$ cat src/rtl/vsfc_pkg.sv
// Shared constants and types for the gas sensor frame codec.
`timescale 1ns / 1ps

package vsfc_pkg;

  localparam int IN_DATA_W  = 56;
  localparam int OUT_DATA_W = 88;

  localparam logic [7:0] CMD_HIGH = 8'h26;
  localparam logic [7:0] CMD_LOW  = 8'h0F;
  localparam logic [7:0] CRC_INIT = 8'hFF;
  localparam logic [7:0] CRC_POLY = 8'h31;

  // Humidity full scale in Q7.8 (100 percent).
  localparam logic [14:0] H_FULL = 15'd25600;
  // Temperature offset and span in Q8.8 (45 and 175 degrees).
  localparam logic signed [17:0] T_OFFSET = 18'sd11520;
  localparam logic [15:0] T_SPAN = 16'd44800;

  // ceil(2^30 / 100) and ceil(2^32 / 175): exact for the operand widths used.
  localparam logic [23:0] H_RECIP = 24'd10737419;
  localparam logic [24:0] T_RECIP = 25'd24542671;

  typedef enum logic {
    KIND_FRAME = 1'b0,
    KIND_REPLY = 1'b1
  } kind_t;

  typedef struct packed {
    logic [15:0] humid;
    logic [15:0] temp;
  } ticks_t;

endpackage

$ cat src/rtl/vsfc_crc8.sv
// CRC-8 (poly 0x31, init 0xFF, MSB first) over a two-byte word.
`timescale 1ns / 1ps

module vsfc_crc8
  import vsfc_pkg::*;
(
  input  logic [7:0] byte_hi,
  input  logic [7:0] byte_lo,
  output logic [7:0] crc
);

  logic [7:0] mid;

  always_comb begin
    logic [7:0] c;
    c = CRC_INIT ^ byte_hi;
    for (int i = 0; i < 8; i++) begin
      c = c[7] ? ({c[6:0], 1'b0} ^ CRC_POLY) : {c[6:0], 1'b0};
    end
    mid = c;
  end

  always_comb begin
    logic [7:0] c;
    c = mid ^ byte_lo;
    for (int i = 0; i < 8; i++) begin
      c = c[7] ? ({c[6:0], 1'b0} ^ CRC_POLY) : {c[6:0], 1'b0};
    end
    crc = c;
  end

endmodule

$ cat src/rtl/vsfc_scale.sv
// Scaling of humidity and temperature readings to 16-bit sensor ticks.
`timescale 1ns / 1ps

module vsfc_scale
  import vsfc_pkg::*;
(
  input  logic [14:0]        humidity,
  input  logic signed [16:0] temperature,
  output ticks_t             ticks
);

  logic [14:0]        h_clamp;
  logic [30:0]        h_prod;
  logic [46:0]        h_quot;
  logic signed [17:0] t_shift;
  logic [15:0]        t_clamp;
  logic [31:0]        t_prod;
  logic [48:0]        t_quot;

  // Clamp at full scale: anything beyond saturates to 0xFFFF.
  assign h_clamp = (humidity > H_FULL) ? H_FULL : humidity;
  assign h_prod  = {h_clamp, 16'b0} - 31'(h_clamp);
  assign h_quot  = 47'(h_prod[30:8]) * 47'(H_RECIP);

  assign t_shift = 18'(temperature) + T_OFFSET;

  always_comb begin
    if (t_shift[17]) begin
      t_clamp = '0;
    end else if (t_shift[16:0] > 17'(T_SPAN)) begin
      t_clamp = T_SPAN;
    end else begin
      t_clamp = t_shift[15:0];
    end
  end

  assign t_prod = {t_clamp, 16'b0} - 32'(t_clamp);
  assign t_quot = 49'(t_prod[31:8]) * 49'(T_RECIP);

  assign ticks.humid = h_quot[45:30];
  assign ticks.temp  = t_quot[47:32];

endmodule

$ cat src/rtl/voc_sensor_frame_codec.sv
// Top level: input register, tick scaling stage, CRC and frame output register.
// An accepted input beat moves through the input register, stage B and the output register in order.
// Throughput: one beat per cycle while the output is not stalled; the three stages advance together.
// A stalled output holds all stages; in_tready follows the output register.
// Reset (rst_n low, synchronous) clears all stage valid flags.
// Payload registers are not reset.
`timescale 1ns / 1ps

module voc_sensor_frame_codec
  import vsfc_pkg::*;
(
  input  logic                  clk,
  input  logic                  rst_n,
  input  logic                  in_tvalid,
  output logic                  in_tready,
  // humidity[14:0], temperature[31:15], reply_high[39:32], reply_low[47:40],
  // reply_check[55:48]
  input  logic [IN_DATA_W-1:0]  in_tdata,
  // kind[0]
  input  logic                  in_tuser,
  output logic                  out_tvalid,
  input  logic                  out_tready,
  // command_high[7:0], command_low[15:8], humid_high[23:16], humid_low[31:24],
  // humid_check[39:32], temp_high[47:40], temp_low[55:48], temp_check[63:56],
  // voc_value[79:64], reply_ok[80], zero[87:81]
  output logic [OUT_DATA_W-1:0] out_tdata
);

  logic                  adv;
  logic                  a_valid_r;
  kind_t                 a_kind_r;
  logic [IN_DATA_W-1:0]  a_data_r;
  logic                  b_valid_r;
  kind_t                 b_kind_r;
  ticks_t                b_ticks_r;
  logic [7:0]            b_rhigh_r;
  logic [7:0]            b_rlow_r;
  logic [7:0]            b_rcheck_r;
  ticks_t                ticks;
  logic [7:0]            crc_h;
  logic [7:0]            crc_t;
  logic [7:0]            crc_r;
  logic                  out_valid_r;
  logic [OUT_DATA_W-1:0] out_data_r;
  logic [OUT_DATA_W-1:0] out_data_nxt;

  assign adv        = !out_valid_r || out_tready;
  assign in_tready  = adv;
  assign out_tvalid = out_valid_r;
  assign out_tdata  = out_data_r;

  always_ff @(posedge clk) begin
    if (!rst_n) begin
      a_valid_r   <= 1'b0;
      b_valid_r   <= 1'b0;
      out_valid_r <= 1'b0;
    end else if (adv) begin
      a_valid_r   <= in_tvalid;
      b_valid_r   <= a_valid_r;
      out_valid_r <= b_valid_r;
    end
  end

  always_ff @(posedge clk) begin
    if (adv) begin
      a_kind_r   <= kind_t'(in_tuser);
      a_data_r   <= in_tdata;
      b_kind_r   <= a_kind_r;
      b_ticks_r  <= ticks;
      b_rhigh_r  <= a_data_r[39:32];
      b_rlow_r   <= a_data_r[47:40];
      b_rcheck_r <= a_data_r[55:48];
      out_data_r <= out_data_nxt;
    end
  end

  vsfc_scale u_scale (
    .humidity    (a_data_r[14:0]),
    .temperature ($signed(a_data_r[31:15])),
    .ticks       (ticks)
  );

  vsfc_crc8 u_crc_humid (
    .byte_hi (b_ticks_r.humid[15:8]),
    .byte_lo (b_ticks_r.humid[7:0]),
    .crc     (crc_h)
  );

  vsfc_crc8 u_crc_temp (
    .byte_hi (b_ticks_r.temp[15:8]),
    .byte_lo (b_ticks_r.temp[7:0]),
    .crc     (crc_t)
  );

  vsfc_crc8 u_crc_reply (
    .byte_hi (b_rhigh_r),
    .byte_lo (b_rlow_r),
    .crc     (crc_r)
  );

  always_comb begin
    out_data_nxt = '0;
    case (b_kind_r)
      KIND_FRAME: begin
        out_data_nxt[7:0]   = CMD_HIGH;
        out_data_nxt[15:8]  = CMD_LOW;
        out_data_nxt[23:16] = b_ticks_r.humid[15:8];
        out_data_nxt[31:24] = b_ticks_r.humid[7:0];
        out_data_nxt[39:32] = crc_h;
        out_data_nxt[47:40] = b_ticks_r.temp[15:8];
        out_data_nxt[55:48] = b_ticks_r.temp[7:0];
        out_data_nxt[63:56] = crc_t;
      end
      KIND_REPLY: begin
        out_data_nxt[79:64] = {b_rhigh_r, b_rlow_r};
        out_data_nxt[80]    = (crc_r == b_rcheck_r);
      end
      default: begin
        out_data_nxt = '0;
      end
    endcase
  end

  a_stage_moves: assert property (@(posedge clk) disable iff (!rst_n)
    a_valid_r && adv |=> b_valid_r)
    else $error("stage A beat lost");

  b_stage_moves: assert property (@(posedge clk) disable iff (!rst_n)
    b_valid_r && adv |=> out_valid_r)
    else $error("stage B beat lost");

  one_half_zero: assert property (@(posedge clk) disable iff (!rst_n)
    out_valid_r |-> (out_data_r[63:0] == '0 || out_data_r[80:64] == '0))
    else $error("frame and reply fields both set");

  cmd_word: assert property (@(posedge clk) disable iff (!rst_n)
    out_valid_r && out_data_r[63:0] != '0 |-> out_data_r[15:0] == {CMD_LOW, CMD_HIGH})
    else $error("frame without command word");

  reset_clears: assert property (@(posedge clk)
    !rst_n |=> !out_valid_r && !a_valid_r && !b_valid_r)
    else $error("valid flags not cleared by reset");

endmodule

$ cat config.mk
export PLATFORM = sky130hd
export DESIGN_NAME = voc_sensor_frame_codec
export DESIGN_NICKNAME = d
export VERILOG_FILES = /design/src/rtl/vsfc_pkg.sv /design/src/rtl/vsfc_crc8.sv /design/src/rtl/vsfc_scale.sv /design/src/rtl/voc_sensor_frame_codec.sv
export SDC_FILE = /design/constraint.sdc
export NUM_CORES = 1
export LEC_CHECK = 0
export ABC_AREA = 1
export BUFFER_PORTS_ARGS = -buffer_cell sky130_fd_sc_hd__buf_2
export CAP_MARGIN = 15
export CORE_MARGIN = 4
export CORE_UTILIZATION = 45
export DETAILED_ROUTE_END_ITERATION = 10
export GPL_TIMING_DRIVEN = 0
export PLACE_DENSITY = 0.75
export SLEW_MARGIN = 20
export SYNTH_ARGS = -nofsm -noshare
export SYNTH_HDL_FRONTEND = slang
export SYNTH_SLANG_ARGS = --single-unit
$ cat constraint.sdc
create_clock -name clk -period 7.6 [get_ports clk]
set_clock_uncertainty 0.2 [all_clocks]
set_input_delay 1.14 -clock clk [delete_from_list [all_inputs] [get_ports clk]]
set_output_delay 1.14 -clock clk [all_outputs]
set_load 0.02 [all_outputs]
==> run_results.csv, run 1 <==
group,metric,value,unit
setup_path,rr_endpoint,"b_ticks_r[10]",
logic_synthesis,yosys.area.top_type,"fa_1",
logic_synthesis,synth_edf_count,180,
clocking,root_buffer,"clkbuf_16",
setup_path,cp.required,7.63,ns
drt,first_iter_violations,1784,
logic_synthesis,synth_common_cells,"inv_1 (908), fa_1 (477), ha_1 (447), nand2_1 (372), nor2_1 (195)",
sta,layout_min_cycle_time,8.45,ns
floorplanning,die_h,266,um
min_path,hp-class,"reg2reg",
logic_synthesis,synth_area_leaders,"fa_1 (32%), ha_1 (19%), edfxtp_1 (18%)",
floorplanning,row_count,94,
drt,drc,0,
logic_synthesis,ys.flop_type,"edfxtp_1",
logic_synthesis,ys_ff_latch,183,
drt,drtAntennaViolNets,0,
clocking,cts_inserted_buffers,17,
setup_path,r2r_setup_slack,-0.85,ns
sta,period_share,111,%
logic_synthesis,synthArstFlopShare,0,%
clocking,clockBufferDepth,2,
setup_path,critPathCaptureType,"register",
finish,layout.nets,4518,
setup_path,timing.rr.start,"a_data_r[24]",
logic_synthesis,netlist_area,0.0300,mm^2
setup_path,worst_path_max_delay_cell,"fa_2",
floorplanning,core,0.0659,mm^2
logic_synthesis,synth_top_area_share,31.9,%
logic_synthesis,synth_cell_types,54,
place,place_inst,4186,
finish,drive_gt1_share,25.3,%
setup_path,worstPathArrival,8.48,ns
sta,final-hold-violation-count,0,
setup_path,cp-endpoint,"b_ticks_r[10]",
global_routing,grt_pass1_wl,126000,um
setup_path,start_kind,"register",
finish,area_growth,21.8,%
sta,setup_slack,-0.854,ns
place,post_dp_cell_area,0.0320,mm^2
setup_path,crit_type,"reg2reg",
clocking,clkLatencyLatePin,0.47,ns
setup_path,crit_fanout,5,
drt,drt-pass1-iter-count,8,
sta,rsz0062_at_grt,"true",
sta,finalSetupViolations,32,
sta,finalMaxSlewViolations,0,
logic_synthesis,synthCells,3172,
floorplanning,io_pins,151,
drt,routed_wl,85100,um
place,place_hpwl,65900,um
clocking,htreeDepth,4,
logic_synthesis,syn_area_per_cell,9.45,um^2
setup_path,crit_start,"a_data_r[24]",
clocking,clk_pin_slew_worst_paths,0.09,ns
floorplanning,die-area,0.0708,mm^2
drt,wl_per_cell,19.3,um
clocking,cts_tree,"built",
sta,timing.fmax,0.118,GHz
setup_path,slowest_delay,0.57,ns
global_routing,grt_max_degree,118,
job,drv_cap,0,
floorplanning,start_util,45.5,%
logic_synthesis,seq_area_frac_synth,18.2,%
clocking,holdBufCountCts,0,
finish,fin_area,0.0365,mm^2
setup_path,worstRegToRegCells,43,
drt,routed_via_density,5.24,
place,io_buffers,134,
global_routing,track_usage,22.7,%
floorplanning,fp.dieW,266,um
global_routing,grt_pass1_vias,23700,
drt,vias,23100,
clocking,clock-sinks,183,
run_status,failed_checks,"setup timing",
logic_synthesis,yosysMostFrequentCell,"inv_1",
sta,relSlewSlack,53.4,%
run_status,status,"finished, violations left",
sta,worst_pin_slew,0.699,ns
global_routing,globalRouteOverflowTotal,0,
place,place_congestion,0.985,
logic_synthesis,ys_warn_count,0,
finish,fin_cells,4415,
global_routing,antenna_found_initial,6,
layer usage:
layer	wire length, um	vias up	part of all wire (%)	GRT usage (%)
met5	13	-	0.015	0
met4	5650	2	6.6	10.7
met3	6310	377	7.4	4.93
met2	41200	1039	48	38.1
met1	31900	11300	38	28.1
li1	-	10400	-	-
through the flow:
step                      utilization, %  worst slack (ns)  TNS (ns)  hold WS, ns
after floorplan                        -            -0.249     -1.37        0.200
after global placement              48.6             -1.29    -31.49        0.200
after detailed placement            48.6             -1.31    -33.74        0.205
after CTS                           52.7            -0.755     -9.38        0.218
after global routing                55.4             -1.18    -23.16        0.225
final                               55.4            -0.854    -15.73        0.213
flip-flops by register name, summed over array words and instances, names as in the netlist:
signal / count
b_valid_r: 1
a_valid_r: 1
b_kind_r: 1
b_rhigh_r: 8
out_tvalid: 1
b_rlow_r: 8
a_kind_r: 1
b_ticks_r: 32
out_tdata: 66
a_data_r: 56
b_rcheck_r: 8
placed cells by master (no fill, tap or decap), drive strengths merged:
master	instances
inv	924
fa	477
ha	447
nand2	403
buf	354
nor2	207
edfxtp	180
a21oi	106
xor2	79
o21ai	77
nand3	68
xnor2	44
clkbuf	24
a31oi	20
nor3	17
conb	16
a21o	15
nand4	11
nor4	9
o211ai	8
or2	8
o21bai	7
clkinv	7
o21a	6
diode	5
clkinvlp	5
o31ai	5
o221ai	3
dfxtp	3
a21boi	3
o41ai	2
nand3b	2
a211oi	2
and2	2
o311ai	1
a41oi	1
a31o	1
o2111ai	1
a221oi	1
worst min path at each step:
stage                      start       endpoint  slack (ns)  cells past startpoint
CTS                 a_data_r[53]  b_rcheck_r[5]        0.22                      0
global route        a_data_r[51]  b_rcheck_r[3]        0.22                      0
finish              a_data_r[44]    b_rlow_r[4]        0.21                      0
detailed placement      a_kind_r       b_kind_r        0.20                      0
global placement    a_data_r[51]  b_rcheck_r[3]        0.20                      0
floorplan               a_kind_r       b_kind_r        0.20                      0
worst max-delay path: cells and delay by family, from the launching register on:
kind / cells / cell delay [ns]
DFF: 1 / 0.47
and+or+nand+nor: 15 / 1.35
xor gates and xnor gates: 1 / 0.08
AOI/OAI and AO/OA: 6 / 1.00
adders and majority gates: 9 / 3.93
buffers and inverters: 12 / 1.17
cell families after synthesis:
family | Yosys count | synth area share [%]
XOR/XNOR | 123 | 3.68
AND/OR/NAND/NOR | 727 | 10.3
adder cells (fa/ha/maj) | 924 | 50.5
AO/OA/AOI/OAI | 259 | 4.96
other | 1 | 0.0125
flip-flops | 183 | 18.2
buffers and inverters | 955 | 12.3
area by class of cell:
type                    instances  area (um^2)
well taps                     864         1080
repair buffers                327         2320
clock buffers                  18          429
inverters                     922         3570
multi-input cells            2049        23200
plain buffers                  33          235
flip-flops and latches        183         5470
clock inverters                14          169
fillers                      5371        29400
diodes                          5         12.5
what timing repair did:
action / CTS / global route
resized for setup: 320 / 299
endpoints found under the setup margin: 32 / 32
buffers inserted: 102 / 89
cloned: 2 / 0
pin swaps: 181 / 201
Power of run 1 is not shown: default switching activity piles up to over one toggle a cycle in this logic, so the estimate is an artifact.
==> inputs of run 2 (changes only) <==
--- a/config.mk
+++ b/config.mk
@@ -7,12 +7,12 @@
 export LEC_CHECK = 0
 export ABC_AREA = 1
 export BUFFER_PORTS_ARGS = -buffer_cell sky130_fd_sc_hd__buf_2
-export CAP_MARGIN = 15
+export CAP_MARGIN = 20
 export CORE_MARGIN = 4
 export CORE_UTILIZATION = 45
 export DETAILED_ROUTE_END_ITERATION = 10
 export GPL_TIMING_DRIVEN = 0
-export PLACE_DENSITY = 0.75
+export PLACE_DENSITY = 0.62
 export SLEW_MARGIN = 20
 export SYNTH_ARGS = -nofsm -noshare
 export SYNTH_HDL_FRONTEND = slang
==> run 2 against run 1 <==
The run still ends with setup timing left. Largest cell class unchanged. Highest routed layer is now met4. Final area rose by 0.11%. Critical endpoint is now b_ticks_r[9]. Clock-buffer cell count fell by 1. Maximum frequency fell by 1.9%. Sequential share of layout area barely moved. Non-clock buffer count fell by 28. Worst setup slack got worse by 0.17 ns. Global-route usage rose by 0.67 points. Cell count fell by 0.72%.
==> run_results.csv, run 2 (synthesis gave the netlist of run 1 again) <==
group,metric,value,unit
run_status,status,"finished, violations left",
run_status,failed_checks,"setup timing",
global_routing,grt_max_degree,106,
drt,vias,21600,
global_routing,track_usage,23.4,%
floorplanning,die-area,0.0708,mm^2
finish,most-common-layout-cells,"inv_1 (830), fa_1 (428), ha_1 (381)",
clocking,cts_inserted_buffers,17,
place,place_congestion,0.947,
drt,routed_wl,81800,um
clocking,clk_pin_slew_worst_paths,0.08,ns
setup_path,cp.depth,39,
setup_path,slowest_delay,0.60,ns
drt,drc,0,
place,place_inst,4187,
sta,final-hold-violation-count,0,
global_routing,grt_pass1_vias,22900,
setup_path,critPathCaptureType,"register",
clocking,cts_tree,"built",
setup_path,r2r_setup_slack,-1.02,ns
global_routing,globalRouteOverflowTotal,0,
sta,finalMaxSlewViolations,0,
finish,largest_reg_flops,66,
clocking,htreeDepth,4,
clocking,clkLatencyLatePin,0.47,ns
finish,layout.nets,4490,
finish,area_growth,21.9,%
setup_path,timing.critical_path.mode_cell,"fa_1",
finish,drive_gt1_share,24.9,%
drt,drtAntennaViolNets,0,
setup_path,start_kind,"register",
setup_path,crit_type,"reg2reg",
min_path,hold_start,"a_data_r[46]",
clocking,root_buffer,"clkbuf_16",
sta,worst_pin_slew,0.603,ns
floorplanning,core,0.0659,mm^2
setup_path,worstRegToRegCells,39,
clocking,holdBufCountCts,0,
sta,setup_slack,-1.02,ns
place,io_buffers,134,
global_routing,antenna_found_initial,3,
min_path,min_to,"b_rlow_r[6]",
sta,layout_min_cycle_time,8.62,ns
sta,period_share,113,%
floorplanning,start_util,45.5,%
floorplanning,io_pins,151,
sta,finalSetupViolations,27,
drt,first_iter_violations,1053,
finish,fin_cells,4383,
drt,routed_via_density,4.93,
setup_path,cp.required,7.61,ns
floorplanning,fp.dieW,266,um
finish,fin_util,55.5,%
setup_path,path_delay_family,"adder cells",
place,dp_slack,-1.54,ns
global_routing,grt_pass1_wl,127000,um
min_path,hp-class,"reg2reg",
setup_path,crit_fanout,5,
sta,timing.fmax,0.116,GHz
drt,wl_per_cell,18.7,um
clocking,clock-sinks,183,
job,drv_cap,0,
clocking,clockBufferDepth,2,
setup_path,crit_buf_inv,9,
floorplanning,row_count,94,
place,place_hpwl,69000,um
setup_path,timing.rr.start,"a_data_r[23]",
sta,rsz0062_at_grt,"true",
setup_path,worstPathArrival,8.63,ns
setup_path,rr_endpoint,"b_ticks_r[9]",
drt,drt-pass1-iter-count,5,
floorplanning,die_h,266,um
min_path,holdPathStages,0,
sta,relSlewSlack,59.8,%
finish,final_common_cell,"inv_1",
setup_path,worst_path_max_delay_cell,"fa_2",
finish,fillers,5798,
-- run 2: cell count changes in the layout (fill, tap and decap cells not counted), moves of 6 or more --
cell     delta
o21ai_1     +6
inv_1      +10
buf_4      -28
nor2_4      +7
xor2_1      -6
nor2_2     -12
inv_2       -6
nand2_2     -8
ha_1       -10
nand2_4     +7
-- run 2: worst register-to-register path: cells and delay by family, from the launching register on --
family	cells	cell delay, ns
compound gates	6	1.05
fa+ha+maj	9	4.01
buf+inv	9	1.01
xor+xnor	1	0.14
flops	1	0.40
simple gates	14	1.59
-- run 2: final cells by class --
cell class	instances	area, um^2	share of cell area [%]
antenna	1	2.50	0.00685
buffer	33	233	0.637
clock buffer	17	425	1.16
clock inverter	15	218	0.596
inverter	922	3560	9.75
multi-input combinational	2049	23400	64.1
sequential	183	5470	15.0
tap	864	1080	2.96
timing repair buffer	299	2110	5.79
-- run 2: per-stage QoR --
step	hold slack [ns]	setup TNS, ns	instance area, um^2
final	0.221	-15.89	36500
after global routing	0.225	-25.58	36500
after CTS	0.222	-11.80	35500
after detailed placement	0.205	-37.22	32000
after global placement	0.201	-38.09	32000
after floorplan	0.200	-1.37	30300
-- run 2: worst max path at each step --
stage | end | startpoint
final | b_ticks_r[9] | a_data_r[23]
after global routing | b_ticks_r[9] | a_data_r[23]
after CTS | b_ticks_r[13] | a_data_r[23]
after detailed placement | b_ticks_r[13] | a_data_r[23]
after global placement | b_ticks_r[13] | a_data_r[23]
after floorplan | b_ticks_r[13] | a_data_r[23]
-- run 2: timing repair --
| item | in CTS | in global routing |
|---|---|---|
| setup endpoints to repair | 32 | 32 |
| gates cloned | 2 | 0 |
| pin swaps | 215 | 141 |
| resized for setup | 438 | 195 |
| buffers inserted | 128 | 35 |
| endpoints found under the hold margin | 0 | 0 |
-- run 2: layer usage --
metal	track usage, %	part of all wire, %	vias up	wire, um
met1	30.3	42	10600	34100
met3	4.72	5.7	130	4630
met5	0	0	-	0
li1	-	-	10300	-
met4	7.71	3.6	0	2960
met2	39.5	49	492	40200
Power of run 2 is left out for the same reason.
==> inputs of run 3 (changes only) <==
--- a/config.mk
+++ b/config.mk
@@ -9,11 +9,11 @@
 export BUFFER_PORTS_ARGS = -buffer_cell sky130_fd_sc_hd__buf_2
 export CAP_MARGIN = 20
 export CORE_MARGIN = 4
-export CORE_UTILIZATION = 45
+export CORE_UTILIZATION = 58
 export DETAILED_ROUTE_END_ITERATION = 10
 export GPL_TIMING_DRIVEN = 0
-export PLACE_DENSITY = 0.62
-export SLEW_MARGIN = 20
+export PLACE_DENSITY = 0.77
+export SLEW_MARGIN = 5
 export SYNTH_ARGS = -nofsm -noshare
 export SYNTH_HDL_FRONTEND = slang
 export SYNTH_SLANG_ARGS = --single-unit
==> run 3 against run 2 <==
The run still ends with setup timing left. Sequential cell count is the same. Utilization is 15 points higher. Clock-buffer cell count is the same. Maximum frequency shrank 0.99%. Sequential share of layout area increased by 0.20 points. Die area fell by 22%. Critical path depth is 3 higher. Register-to-register slack worse by 0.09 ns. First-iteration DRC count increased by 58%.
==> run_results.csv, run 3 (synthesis gave the netlist of run 1 again) <==
group,metric,value,unit
run_status,status,"finished, violations left",
run_status,failed_checks,"setup timing",
setup_path,critPathCaptureType,"register",
floorplanning,row_count,83,
drt,first_iter_violations,1668,
clocking,clkLatencyLatePin,0.47,ns
place,place_hpwl,68100,um
setup_path,crit_type,"reg2reg",
sta,setup_slack,-1.11,ns
setup_path,worstRegToRegCells,42,
finish,area_growth,20.4,%
setup_path,slowest_delay,0.57,ns
min_path,holdPathStages,0,
place,place_congestion,0.988,
global_routing,use_met2,53.5,%
drt,drt-pass1-iter-count,8,
clocking,cts_inserted_buffers,17,
place,io_buffers,134,
global_routing,met3_usage,4.37,%
floorplanning,die_h,235,um
global_routing,globalRouteOverflowTotal,0,
sta,rsz0062_at_grt,"true",
place,dp_slack,-1.72,ns
floorplanning,die-area,0.0554,mm^2
setup_path,cp.required,7.61,ns
setup_path,worstPathArrival,8.72,ns
setup_path,worst_path_max_delay_cell,"fa_2",
global_routing,antenna_found_initial,1,
setup_path,start_kind,"register",
global_routing,grt_max_degree,113,
clocking,clock-sinks,183,
finish,drive_gt1_share,24.3,%
finish,final_common_cell,"inv_1",
sta,finalSetupViolations,29,
global_routing,top_usage_layer,"met2",
finish,largest_reg_flops,66,
drt,routed_via_density,5.42,
clocking,htreeDepth,4,
drt,routed_wl,85800,um
job,drv_cap,0,
min_path,hp-class,"reg2reg",
sta,worst_pin_slew,0.707,ns
global_routing,grt_pass1_vias,24100,
global_routing,grt_pass1_wl,129000,um
setup_path,crit_fanout,5,
floorplanning,fp.dieW,235,um
finish,fin_util,70.4,%
floorplanning,core,0.0512,mm^2
sta,timing.fmax,0.115,GHz
sta,finalMaxSlewViolations,0,
sta,layout_min_cycle_time,8.71,ns
floorplanning,io_pins,151,
clocking,clk_pin_slew_worst_paths,0.08,ns
drt,vias,22800,
clocking,cts_tree,"built",
drt,wl_per_cell,20.4,um
global_routing,track_usage,30.0,%
sta,period_share,115,%
clocking,root_buffer,"clkbuf_16",
global_routing,grt_use_met1,35.0,%
sta,fin_hold_ws,0.215,ns
sta,relSlewSlack,52.9,%
drt,drc,0,
finish,most-common-layout-cells,"inv_1 (831), fa_1 (433), ha_1 (386)",
floorplanning,start_util,58.5,%
drt,drtAntennaViolNets,0,
finish,layout.nets,4499,
sta,final-hold-violation-count,0,
clocking,clockBufferDepth,2,
## run 3: cell count changes in the layout (fill, tap and decap cells not counted), moves of 5 or more
cell     delta
fa_2        -5
buf_4      +17
nand2_1     +6
fa_1        +5
buf_6       -5
ha_1        +5
o21ai_0     +6
o21ai_1     -9
a21oi_2     +6
nand3_2     -6
xor2_1      +5
a21oi_4     -7
nand2_2     -5
## run 3: critical path, delay by kind of cell (launching register included)
family,cells,cell delay [ns]
xor gates and xnor gates,1,0.15
adders and majority gates,9,4.08
DFF,1,0.43
AOI/OAI and AO/OA,2,0.25
and+or+nand+nor,18,2.33
buffers and inverters,12,1.00
## run 3: cell type report
cell class	count	area (um^2)
Multi-Input combinational cell	2049	23200
Fill cell	3580	15100
Sequential cell	183	5470
Inverter	922	3550
Timing Repair Buffer	308	2130
Tap cell	680	851
Clock buffer	17	425
Buffer	33	235
Clock inverter	15	221
Antenna cell	1	2.50
## run 3: timing repair
item                                    4_1_cts  5_1_grt
cloned                                        2        0
setup buffers                               128       45
hold buffers                                  0        0
endpoints found under the setup margin       32       32
pin swaps                                   162      142
resized for setup                           364      203
## run 3: metal layers
layer  routed length, um  vias to the layer above
met4                5910                        0
li1                    -                    10300
met1               31400                    11200
met2               44100                      944
met5                   0                        -
met3                4480                      335
## run 3: worst paths after layout
kind / startpoint / slack (ns) / end
setup reg to reg: a_data_r[23] / -1.11 / b_ticks_r[14]
hold reg to reg: a_kind_r / 0.22 / b_kind_r
hold / removal: a_kind_r / 0.22 / b_kind_r
setup / recovery: a_data_r[23] / -1.11 / b_ticks_r[14]
## run 3: metrics by stage
stage	area, um^2	setup TNS, ns	instances
after floorplan	30300	-1.37	3187
after global placement	31800	-38.30	4001
after detailed placement	31800	-38.52	4002
after CTS	34900	-11.63	4164
after global routing	36100	-24.98	4208
final	36100	-17.40	4208
Power of run 3 is left out for the same reason.
